[config.mk]
export PLATFORM = sky130hd
export DESIGN_NAME = calendar_date_adder
export DESIGN_NICKNAME = d
export VERILOG_FILES = /design/src/rtl/core/cda_pkg.sv /design/src/rtl/core/cda_leap.sv /design/src/rtl/core/cda_step.sv /design/src/rtl/core/calendar_date_adder.sv
export SDC_FILE = /design/constraint.sdc
export NUM_CORES = 1
export LEC_CHECK = 0
export BUFFER_PORTS_ARGS = -buffer_cell sky130_fd_sc_hd__buf_4
export CAP_MARGIN = 30
export CELL_PAD_IN_SITES_DETAIL_PLACEMENT = 1
export CELL_PAD_IN_SITES_GLOBAL_PLACEMENT = 2
export CORE_ASPECT_RATIO = 0.9
export CORE_MARGIN = 10
export CORE_UTILIZATION = 35
export DETAILED_ROUTE_END_ITERATION = 6
export PLACE_DENSITY = 0.7
export RECOVER_POWER = 100
export SLEW_MARGIN = 25
export SYNTH_ARGS = -nofsm -noshare
export SYNTH_HDL_FRONTEND = slang
export SYNTH_HIERARCHICAL = 1
export SYNTH_SLANG_ARGS = --single-unit
[constraint.sdc]
create_clock -name clk -period 5.6 [get_ports clk]
set_clock_uncertainty 0.15 [all_clocks]
set_input_delay 0.28 -clock clk [delete_from_list [all_inputs] [get_ports clk]]
set_output_delay 0.28 -clock clk [all_outputs]
set_load 0.02 [all_outputs]
[src/rtl/core/cda_pkg.sv]
// cda_pkg: shared types, request codes and calendar tables for the date adder
// used by cda_leap, cda_step and calendar_date_adder
package cda_pkg;

  localparam logic [2:0] REQ_SET_DATE  = 3'd0;
  localparam logic [2:0] REQ_SET_DAY   = 3'd1;
  localparam logic [2:0] REQ_SET_MONTH = 3'd2;
  localparam logic [2:0] REQ_SET_YEAR  = 3'd3;
  localparam logic [2:0] REQ_ADD_DAYS  = 3'd4;

  localparam logic [15:0] YEAR_MIN     = 16'd1500;
  localparam logic [15:0] YEAR_DEFAULT = 16'd1900;
  localparam logic [15:0] YEAR_MAX     = 16'hFFFF;
  localparam logic [3:0]  MONTH_DEC    = 4'd12;
  localparam logic [8:0]  DAYS_LEAP    = 9'd366;
  localparam logic [8:0]  DAYS_COMMON  = 9'd365;

  // (y * 5243) >> 19 is exactly y / 100 whenever 100 divides a 16-bit y,
  // and otherwise never times 100 back to y, which is all the leap test needs
  localparam logic [12:0] DIV100_MUL   = 13'd5243;
  localparam int          DIV100_SHIFT = 19;

  typedef struct packed {
    logic [2:0]  req_type;
    logic [5:0]  new_day;
    logic [3:0]  new_month;
    logic [15:0] new_year;
    logic [15:0] add_count;
  } req_t;

  typedef struct packed {
    logic [4:0]  cur_day;
    logic [3:0]  cur_month;
    logic [15:0] cur_year;
    logic [8:0]  day_of_year;
    logic [8:0]  days_left;
    logic        leap_flag;
    logic        year_fixed;
    logic        month_fixed;
    logic        day_fixed;
    logic        year_overflow;
  } rsp_t;

  // result of one month step of the add sequencer
  typedef struct packed {
    logic [4:0]  day;
    logic [3:0]  month;
    logic [15:0] year;
    logic [16:0] left;
    logic        overflow;
    logic        year_inc;
  } step_t;

  typedef enum logic [2:0] {
    ST_IDLE,
    ST_LEAP_WAIT,
    ST_LEAP_LOAD,
    ST_DAY_CHECK,
    ST_ADD_STEP,
    ST_FINISH
  } state_t;

  function automatic logic [4:0] days_in(input logic [3:0] month, input logic leap);
    logic [4:0] d;
    begin
      case (month)
        4'd2:                      d = leap ? 5'd29 : 5'd28;
        4'd4, 4'd6, 4'd9, 4'd11:   d = 5'd30;
        default:                   d = 5'd31;
      endcase
      return d;
    end
  endfunction

  // days before the first of the month in a common year
  function automatic logic [8:0] cum_days(input logic [3:0] month);
    logic [8:0] c;
    begin
      case (month)
        4'd2:    c = 9'd31;
        4'd3:    c = 9'd59;
        4'd4:    c = 9'd90;
        4'd5:    c = 9'd120;
        4'd6:    c = 9'd151;
        4'd7:    c = 9'd181;
        4'd8:    c = 9'd212;
        4'd9:    c = 9'd243;
        4'd10:   c = 9'd273;
        4'd11:   c = 9'd304;
        4'd12:   c = 9'd334;
        default: c = 9'd0;
      endcase
      return c;
    end
  endfunction

endpackage

[src/rtl/core/cda_leap.sv]
// cda_leap: leap year unit (registered divide by 100, then compare)
// depends on cda_pkg
module cda_leap (
  input  logic        clk,
  input  logic [15:0] year,
  output logic        leap_now
);

  logic [28:0] prod;
  logic [9:0]  quot;
  logic [16:0] hund;
  logic        div100;

  assign prod = 29'(year) * 29'(cda_pkg::DIV100_MUL);

  always_ff @(posedge clk) begin
    quot <= prod[cda_pkg::DIV100_SHIFT +: 10];
  end

  // quot * 100 as shifts and adds
  assign hund   = 17'({quot, 6'b0}) + 17'({quot, 5'b0}) + 17'({quot, 2'b0});
  assign div100 = (hund == {1'b0, year});

  // divisible by 400 means divisible by 100 with a quotient divisible by 4
  assign leap_now = div100 ? (quot[1:0] == 2'b00) : (year[1:0] == 2'b00);

endmodule

[src/rtl/core/cda_step.sv]
// cda_step: one month step of the add-days sequencer
// depends on cda_pkg (step_t, days_in)
module cda_step (
  input  logic               [4:0]  day,
  input  logic               [3:0]  month,
  input  logic               [15:0] year,
  input  logic                      leap,
  input  logic               [16:0] left,
  output cda_pkg::step_t            step
);

  logic [4:0]  dim;
  logic [4:0]  room;
  logic        carry;
  logic [17:0] rest;

  assign dim  = cda_pkg::days_in(month, leap);
  assign room = dim - day;
  // a day past the month end always carries
  assign carry = (day > dim) || (left > {12'b0, room});
  assign rest  = {1'b0, left} + 18'(day) - 18'(dim) - 18'd1;

  always_comb begin
    step          = '0;
    step.day      = day;
    step.month    = month;
    step.year     = year;
    step.left     = left;
    step.overflow = 1'b0;
    step.year_inc = 1'b0;
    if (!carry) begin
      step.day  = day + left[4:0];
      step.left = '0;
    end else if (month != cda_pkg::MONTH_DEC) begin
      step.month = month + 4'd1;
      step.day   = 5'd1;
      step.left  = rest[16:0];
    end else if (year == cda_pkg::YEAR_MAX) begin
      step.day      = 5'd31;
      step.month    = cda_pkg::MONTH_DEC;
      step.left     = '0;
      step.overflow = 1'b1;
    end else begin
      step.year     = year + 16'd1;
      step.month    = 4'd1;
      step.day      = 5'd1;
      step.left     = rest[16:0];
      step.year_inc = 1'b1;
    end
  end

endmodule

[src/rtl/core/calendar_date_adder.sv]
// calendar_date_adder: Gregorian date register with set and add-days requests
// depends on cda_pkg, cda_leap, cda_step
//
// Usage:
//   req channel (req_valid / req_stall / req) carries one request per
//   transaction: set date, set day, set month, set year or add days.
//   rsp channel (rsp_valid / rsp_stall / rsp) returns one result per request:
//   the date after it, day of year, days left, leap flag, fix flags and overflow flag.
//   One request is worked at a time; req_stall is high until it has finished.
//   States from acceptance to rsp_valid, ending in the final load:
//     set month, unused codes: none before it; set day: day check
//     set year: leap wait and load; set date: leap wait and load, day check
//     add days: one month step per month crossed and for the last partial
//     month, a leap wait and load per year crossed, and a last step that
//     finds the count at zero
//   The result waits in an output register; while rsp_stall is high the next
//   request is still accepted and worked, and only its final load waits.
//   Reset (rst, synchronous) sets the date to 1900-01-01 and empties the
//   output register.
module calendar_date_adder (
  input  logic           clk,
  input  logic           rst,
  input  logic           req_valid,
  output logic           req_stall,
  input  cda_pkg::req_t  req,
  output logic           rsp_valid,
  input  logic           rsp_stall,
  output cda_pkg::rsp_t  rsp
);

  cda_pkg::state_t state, state_next;

  logic [4:0]  day_reg, day_reg_next;
  logic [3:0]  month_reg, month_reg_next;
  logic [15:0] year_reg, year_reg_next;
  logic        leap, leap_next;
  logic [16:0] left, left_next;
  logic [2:0]  req_q, req_q_next;
  logic [5:0]  nday_q, nday_q_next;
  logic        yf, yf_next;
  logic        mf, mf_next;
  logic        df, df_next;
  logic        of, of_next;
  logic        rsp_valid_next;
  cda_pkg::rsp_t rsp_next;

  logic           leap_now;
  cda_pkg::step_t step;

  cda_leap u_leap (
    .clk      (clk),
    .year     (year_reg),
    .leap_now (leap_now)
  );

  cda_step u_step (
    .day   (day_reg),
    .month (month_reg),
    .year  (year_reg),
    .leap  (leap),
    .left  (left),
    .step  (step)
  );

  assign req_stall = (state != cda_pkg::ST_IDLE);

  always_ff @(posedge clk) begin
    if (rst) begin
      state     <= cda_pkg::ST_IDLE;
      day_reg   <= 5'd1;
      month_reg <= 4'd1;
      year_reg  <= cda_pkg::YEAR_DEFAULT;
      leap      <= 1'b0;
      rsp_valid <= 1'b0;
    end else begin
      state     <= state_next;
      day_reg   <= day_reg_next;
      month_reg <= month_reg_next;
      year_reg  <= year_reg_next;
      leap      <= leap_next;
      rsp_valid <= rsp_valid_next;
    end
  end

  always_ff @(posedge clk) begin
    left   <= left_next;
    req_q  <= req_q_next;
    nday_q <= nday_q_next;
    yf     <= yf_next;
    mf     <= mf_next;
    df     <= df_next;
    of     <= of_next;
    rsp    <= rsp_next;
  end

  always_comb begin
    logic [4:0] dim;
    logic [8:0] doy;
    logic [8:0] total;
    state_next     = state;
    day_reg_next   = day_reg;
    month_reg_next = month_reg;
    year_reg_next  = year_reg;
    leap_next      = leap;
    left_next      = left;
    req_q_next     = req_q;
    nday_q_next    = nday_q;
    yf_next        = yf;
    mf_next        = mf;
    df_next        = df;
    of_next        = of;
    rsp_next       = rsp;
    rsp_valid_next = rsp_valid && rsp_stall;
    dim   = cda_pkg::days_in(month_reg, leap);
    doy   = 9'(day_reg) + cda_pkg::cum_days(month_reg)
          + 9'(leap && (month_reg > 4'd2));
    total = leap ? cda_pkg::DAYS_LEAP : cda_pkg::DAYS_COMMON;

    unique case (state)
      cda_pkg::ST_IDLE: begin
        if (req_valid) begin
          req_q_next  = req.req_type;
          nday_q_next = req.new_day;
          left_next   = {1'b0, req.add_count};
          yf_next     = 1'b0;
          mf_next     = 1'b0;
          df_next     = 1'b0;
          of_next     = 1'b0;
          if (req.req_type inside {cda_pkg::REQ_SET_DATE, cda_pkg::REQ_SET_YEAR}) begin
            if (req.new_year >= cda_pkg::YEAR_MIN) begin
              year_reg_next = req.new_year;
            end else begin
              year_reg_next = cda_pkg::YEAR_DEFAULT;
              yf_next       = 1'b1;
            end
          end
          if (req.req_type inside {cda_pkg::REQ_SET_DATE, cda_pkg::REQ_SET_MONTH}) begin
            if (req.new_month >= 4'd1 && req.new_month <= cda_pkg::MONTH_DEC) begin
              month_reg_next = req.new_month;
            end else begin
              month_reg_next = 4'd1;
              mf_next        = 1'b1;
            end
          end
          case (req.req_type)
            cda_pkg::REQ_SET_DATE, cda_pkg::REQ_SET_YEAR: state_next = cda_pkg::ST_LEAP_WAIT;
            cda_pkg::REQ_SET_DAY:                         state_next = cda_pkg::ST_DAY_CHECK;
            cda_pkg::REQ_ADD_DAYS:                        state_next = cda_pkg::ST_ADD_STEP;
            default:                                      state_next = cda_pkg::ST_FINISH;
          endcase
        end
      end
      cda_pkg::ST_LEAP_WAIT: begin
        state_next = cda_pkg::ST_LEAP_LOAD;
      end
      cda_pkg::ST_LEAP_LOAD: begin
        leap_next = leap_now;
        case (req_q)
          cda_pkg::REQ_ADD_DAYS: state_next = cda_pkg::ST_ADD_STEP;
          cda_pkg::REQ_SET_DATE: state_next = cda_pkg::ST_DAY_CHECK;
          default:               state_next = cda_pkg::ST_FINISH;
        endcase
      end
      cda_pkg::ST_DAY_CHECK: begin
        if (nday_q >= 6'd1 && nday_q <= 6'(dim)) begin
          day_reg_next = nday_q[4:0];
        end else begin
          day_reg_next = 5'd1;
          df_next      = 1'b1;
        end
        state_next = cda_pkg::ST_FINISH;
      end
      cda_pkg::ST_ADD_STEP: begin
        if (left == '0) begin
          state_next = cda_pkg::ST_FINISH;
        end else begin
          day_reg_next   = step.day;
          month_reg_next = step.month;
          year_reg_next  = step.year;
          left_next      = step.left;
          if (step.overflow) begin
            of_next    = 1'b1;
            state_next = cda_pkg::ST_FINISH;
          end else if (step.year_inc) begin
            // leap flag must follow the new year before the next step
            state_next = cda_pkg::ST_LEAP_WAIT;
          end
        end
      end
      cda_pkg::ST_FINISH: begin
        if (!rsp_valid || !rsp_stall) begin
          rsp_next.cur_day       = day_reg;
          rsp_next.cur_month     = month_reg;
          rsp_next.cur_year      = year_reg;
          rsp_next.day_of_year   = doy;
          rsp_next.days_left     = (total >= doy) ? (total - doy) : 9'd0;
          rsp_next.leap_flag     = leap;
          rsp_next.year_fixed    = yf;
          rsp_next.month_fixed   = mf;
          rsp_next.day_fixed     = df;
          rsp_next.year_overflow = of;
          rsp_valid_next         = 1'b1;
          state_next             = cda_pkg::ST_IDLE;
        end
      end
      default: begin
        state_next = cda_pkg::ST_IDLE;
      end
    endcase
  end

`ifndef NO_ASSERTIONS
  a_month_range: assert property (@(posedge clk) disable iff (rst)
    month_reg >= 4'd1 && month_reg <= cda_pkg::MONTH_DEC)
    else $error("month register out of range");

  a_year_floor: assert property (@(posedge clk) disable iff (rst)
    year_reg >= cda_pkg::YEAR_MIN)
    else $error("year register below floor");

  a_leap_tracks_year: assert property (@(posedge clk) disable iff (rst)
    state == cda_pkg::ST_ADD_STEP |-> leap == leap_now)
    else $error("leap flag stale during add step");

  a_add_done: assert property (@(posedge clk) disable iff (rst)
    state == cda_pkg::ST_ADD_STEP && left == '0 |=> state == cda_pkg::ST_FINISH)
    else $error("add sequencer did not finish on zero count");

  a_overflow_clamp: assert property (@(posedge clk) disable iff (rst)
    rsp_valid && rsp.year_overflow |-> rsp.cur_year == cda_pkg::YEAR_MAX
      && rsp.cur_month == cda_pkg::MONTH_DEC && rsp.cur_day == 5'd31)
    else $error("overflow result not clamped");
`endif

endmodule
==> results.ini <==
[sta]
hold_violations=0
relSlewSlack=-0.776
setup_viol=0
min_period_over_period=0.944
grt_setup_unrepaired=false
tightest_slew_ps=2660
fmax_mhz=189
setup_tns_ps=0
slew_viol_final=81
period_minus_slack_ps=5290
post-route-worst-setup-slack_ps=313

[cts]
postCtsSetupBuffers=0
cts.htree.levels=4
clk_latency_ps=440
cts_sinks=127
cts_root_buf=clkbuf_16
cts_buffer_depth=2
numCtsBuffers=17
cts.reportedPaths.clkPinSlew_ps=70
cts_tree=yes

[cells_and_area]
n_antenna_cell=0
area_growth_pct=16.3
nNetsFinal=1770
n_fill_cell=4058
largest_reg_flops=48
multiInputGateArea_sq_um=8310
ff_latch_area_sq_um=3330
drive_above_1_share=0.0849
utilization=0.415

[routing]
wl_per_cell_um=19.5
drc=0
drtIter0Drc=495
viasPerCell=5.15
ant_nets=0
dr_total_vias=9931
drt-total-wl_um=37700
firstDrtPassIters=5

[logic_synthesis]
avgSynthCellArea_sq_um=9.68
synth_nets=1621
ys_warn_count=6
yosysSeqAreaShare=0.264
synthFlopType=edfxtp_1
synth_cell_type_count=89
synth_area_sq_um=12600
synth_edf_count=78
ys_async_sr_fraction=0
yosys_register_bits=127
syn_inst=1298

[worst_setup_path]
cp-end-kind=register
crit_type=register to register
endpoint=u_leap/quot[8]$_DFF_P_
crit_fanout=7
required_ps=5780
worst-r2r-cell-count=17
crit_arrival_ps=5470
crit_path_start_kind=register
crit_path_start=year_reg[9]$_SDFFE_PP1P_
worstReg2RegStart=year_reg[9]$_SDFFE_PP1P_
rrSetupSlack_ps=310
r2r-end=u_leap/quot[8]$_DFF_P_

[outcome]
violations=capacitance limit, slew limit
status=complete, but fails checks

[floorplan]
die_y_um=200
initial_utilization=0.357
core_area_sq_um=35200
die_w_um=220
num_rows=65
die_area_sq_um=43900
io_pins=99

[grt]
antenna_found_initial=0
grt_max_degree=45
gr-total-overflow=0
grt_pass1_wl_um=59800
grt_pass1_vias=10500
grt_use_total=0.175

[placed_design]
gp_congestion=0.891
dp_worst_setup_slack_ps=307
dpl.hpwl_um=30000
io_buffers=98

[run]
maxCapViolations=2

[worst_hold_path]
hp-class=primary input to register

==> layout by cell type (no fill, tap or decap), types with 46 or more instances in the layout <==
master      n
dfxtp_1    46
a21oi_1    54
ha_1      183
inv_1     179
nor2_1     78
clkbuf_1   67
fa_1       91
nand2_1   102
xnor2_1    47
edfxtp_1   78
buf_4      55
==> how the worst min path moves through the flow <==
stage | slack, ps | from | cells after the start | end
after CTS | 9 | req[29] | 3 | year_reg[13]$_SDFFE_PP0P_
after floorplan | 230 | req[36] | 0 | nday_q[0]$_DFFE_PP_
after global placement | 250 | df$_DFFE_PP_ | 0 | rsp[1]$_DFFE_PP_
after global routing | 5 | req[29] | 3 | year_reg[13]$_SDFFE_PP0P_
after detailed placement | 260 | df$_DFFE_PP_ | 0 | rsp[1]$_DFFE_PP_
final | 20 | req[29] | 3 | year_reg[13]$_SDFFE_PP0P_
==> repair_timing <==
action | CTS | global route
endpoints found under the setup margin | 0 | 1
hold buffers | 36 | 0
gates resized for setup | 0 | 3
hold endpoints to repair | 36 | 0
==> cells by family (layout without fill, tap and decap cells) <==
logic type / count (synthesis) / count (layout) / synth area share
DFF: 127 / 127 / 0.264
muxes: 15 / 15 / 0.0128
adders and majority gates: 274 / 274 / 0.327
buffers and inverters: 220 / 382 / 0.0697
xor gates and xnor gates: 62 / 62 / 0.0444
AOI/OAI and AO/OA: 249 / 249 / 0.136
and+or+nand+nor: 351 / 351 / 0.145
==> critical path: stages (launching register included) <==
cell and delay [ps]:
dfxtp_1 620, fa_1 480, ha_1 280, inv_1 40
fa_1 470, inv_1 50, fa_1 530, inv_1 60
fa_1 530, inv_1 40, ha_1 400, nand2_1 100
o31a_1 360, a211oi_2 440, nor4_4 100, o21ai_2 260
a21oi_1 130, xnor2_1 130
==> cell usage after synthesis (14+ instances only) <==
| library cell | n | share of area |
|---|---|---|
| a21o_1 | 15 | 0.0090 |
| inv_1 | 176 | 0.053 |
| fa_1 | 91 | 0.14 |
| clkbuf_1 | 15 | 0.0045 |
| nor2_1 | 78 | 0.023 |
| xnor2_1 | 47 | 0.033 |
| o21ai_0 | 31 | 0.012 |
| nand3_1 | 33 | 0.013 |
| and3_1 | 14 | 0.0070 |
| nor3_1 | 24 | 0.0096 |
| a21oi_1 | 55 | 0.022 |
| dfxtp_1 | 49 | 0.078 |
| ha_1 | 183 | 0.18 |
| nand2_1 | 101 | 0.030 |
| o21a_1 | 16 | 0.0096 |
| o21ai_1 | 21 | 0.0084 |
| edfxtp_1 | 78 | 0.19 |
==> metal layers <==
metal / global-route usage / up-vias / part of all wire
met2: 0.263 / 177 / 0.43
met4: 0.0307 / 0 / 0.0071
li1: - / 4829 / -
met3: 0.0315 / 18 / 0.041
met5: 0 / - / 0
met1: 0.257 / 4907 / 0.52
==> layout make-up <==
cell class	count	area share
clock buffers	18	0.0294
clock inverters	14	0.0139
inverters	186	0.0477
well taps	469	0.0401
multi-input cells	951	0.568
flip-flops and latches	127	0.228
repair buffers	164	0.0733
==> stage by stage <==
step	instance area (sq um)	hold WS, ps	instances
finish	14600	24.3	1929
global route	14600	5.15	1929
CTS	15000	8.64	1929
detailed placement	14000	255	1861
global placement	14000	255	1861
floorplan	12600	229	1298
Power is left out: the tool's default activity adds up to more than one toggle a clock period on the data nets, which glitch-free logic cannot reach.
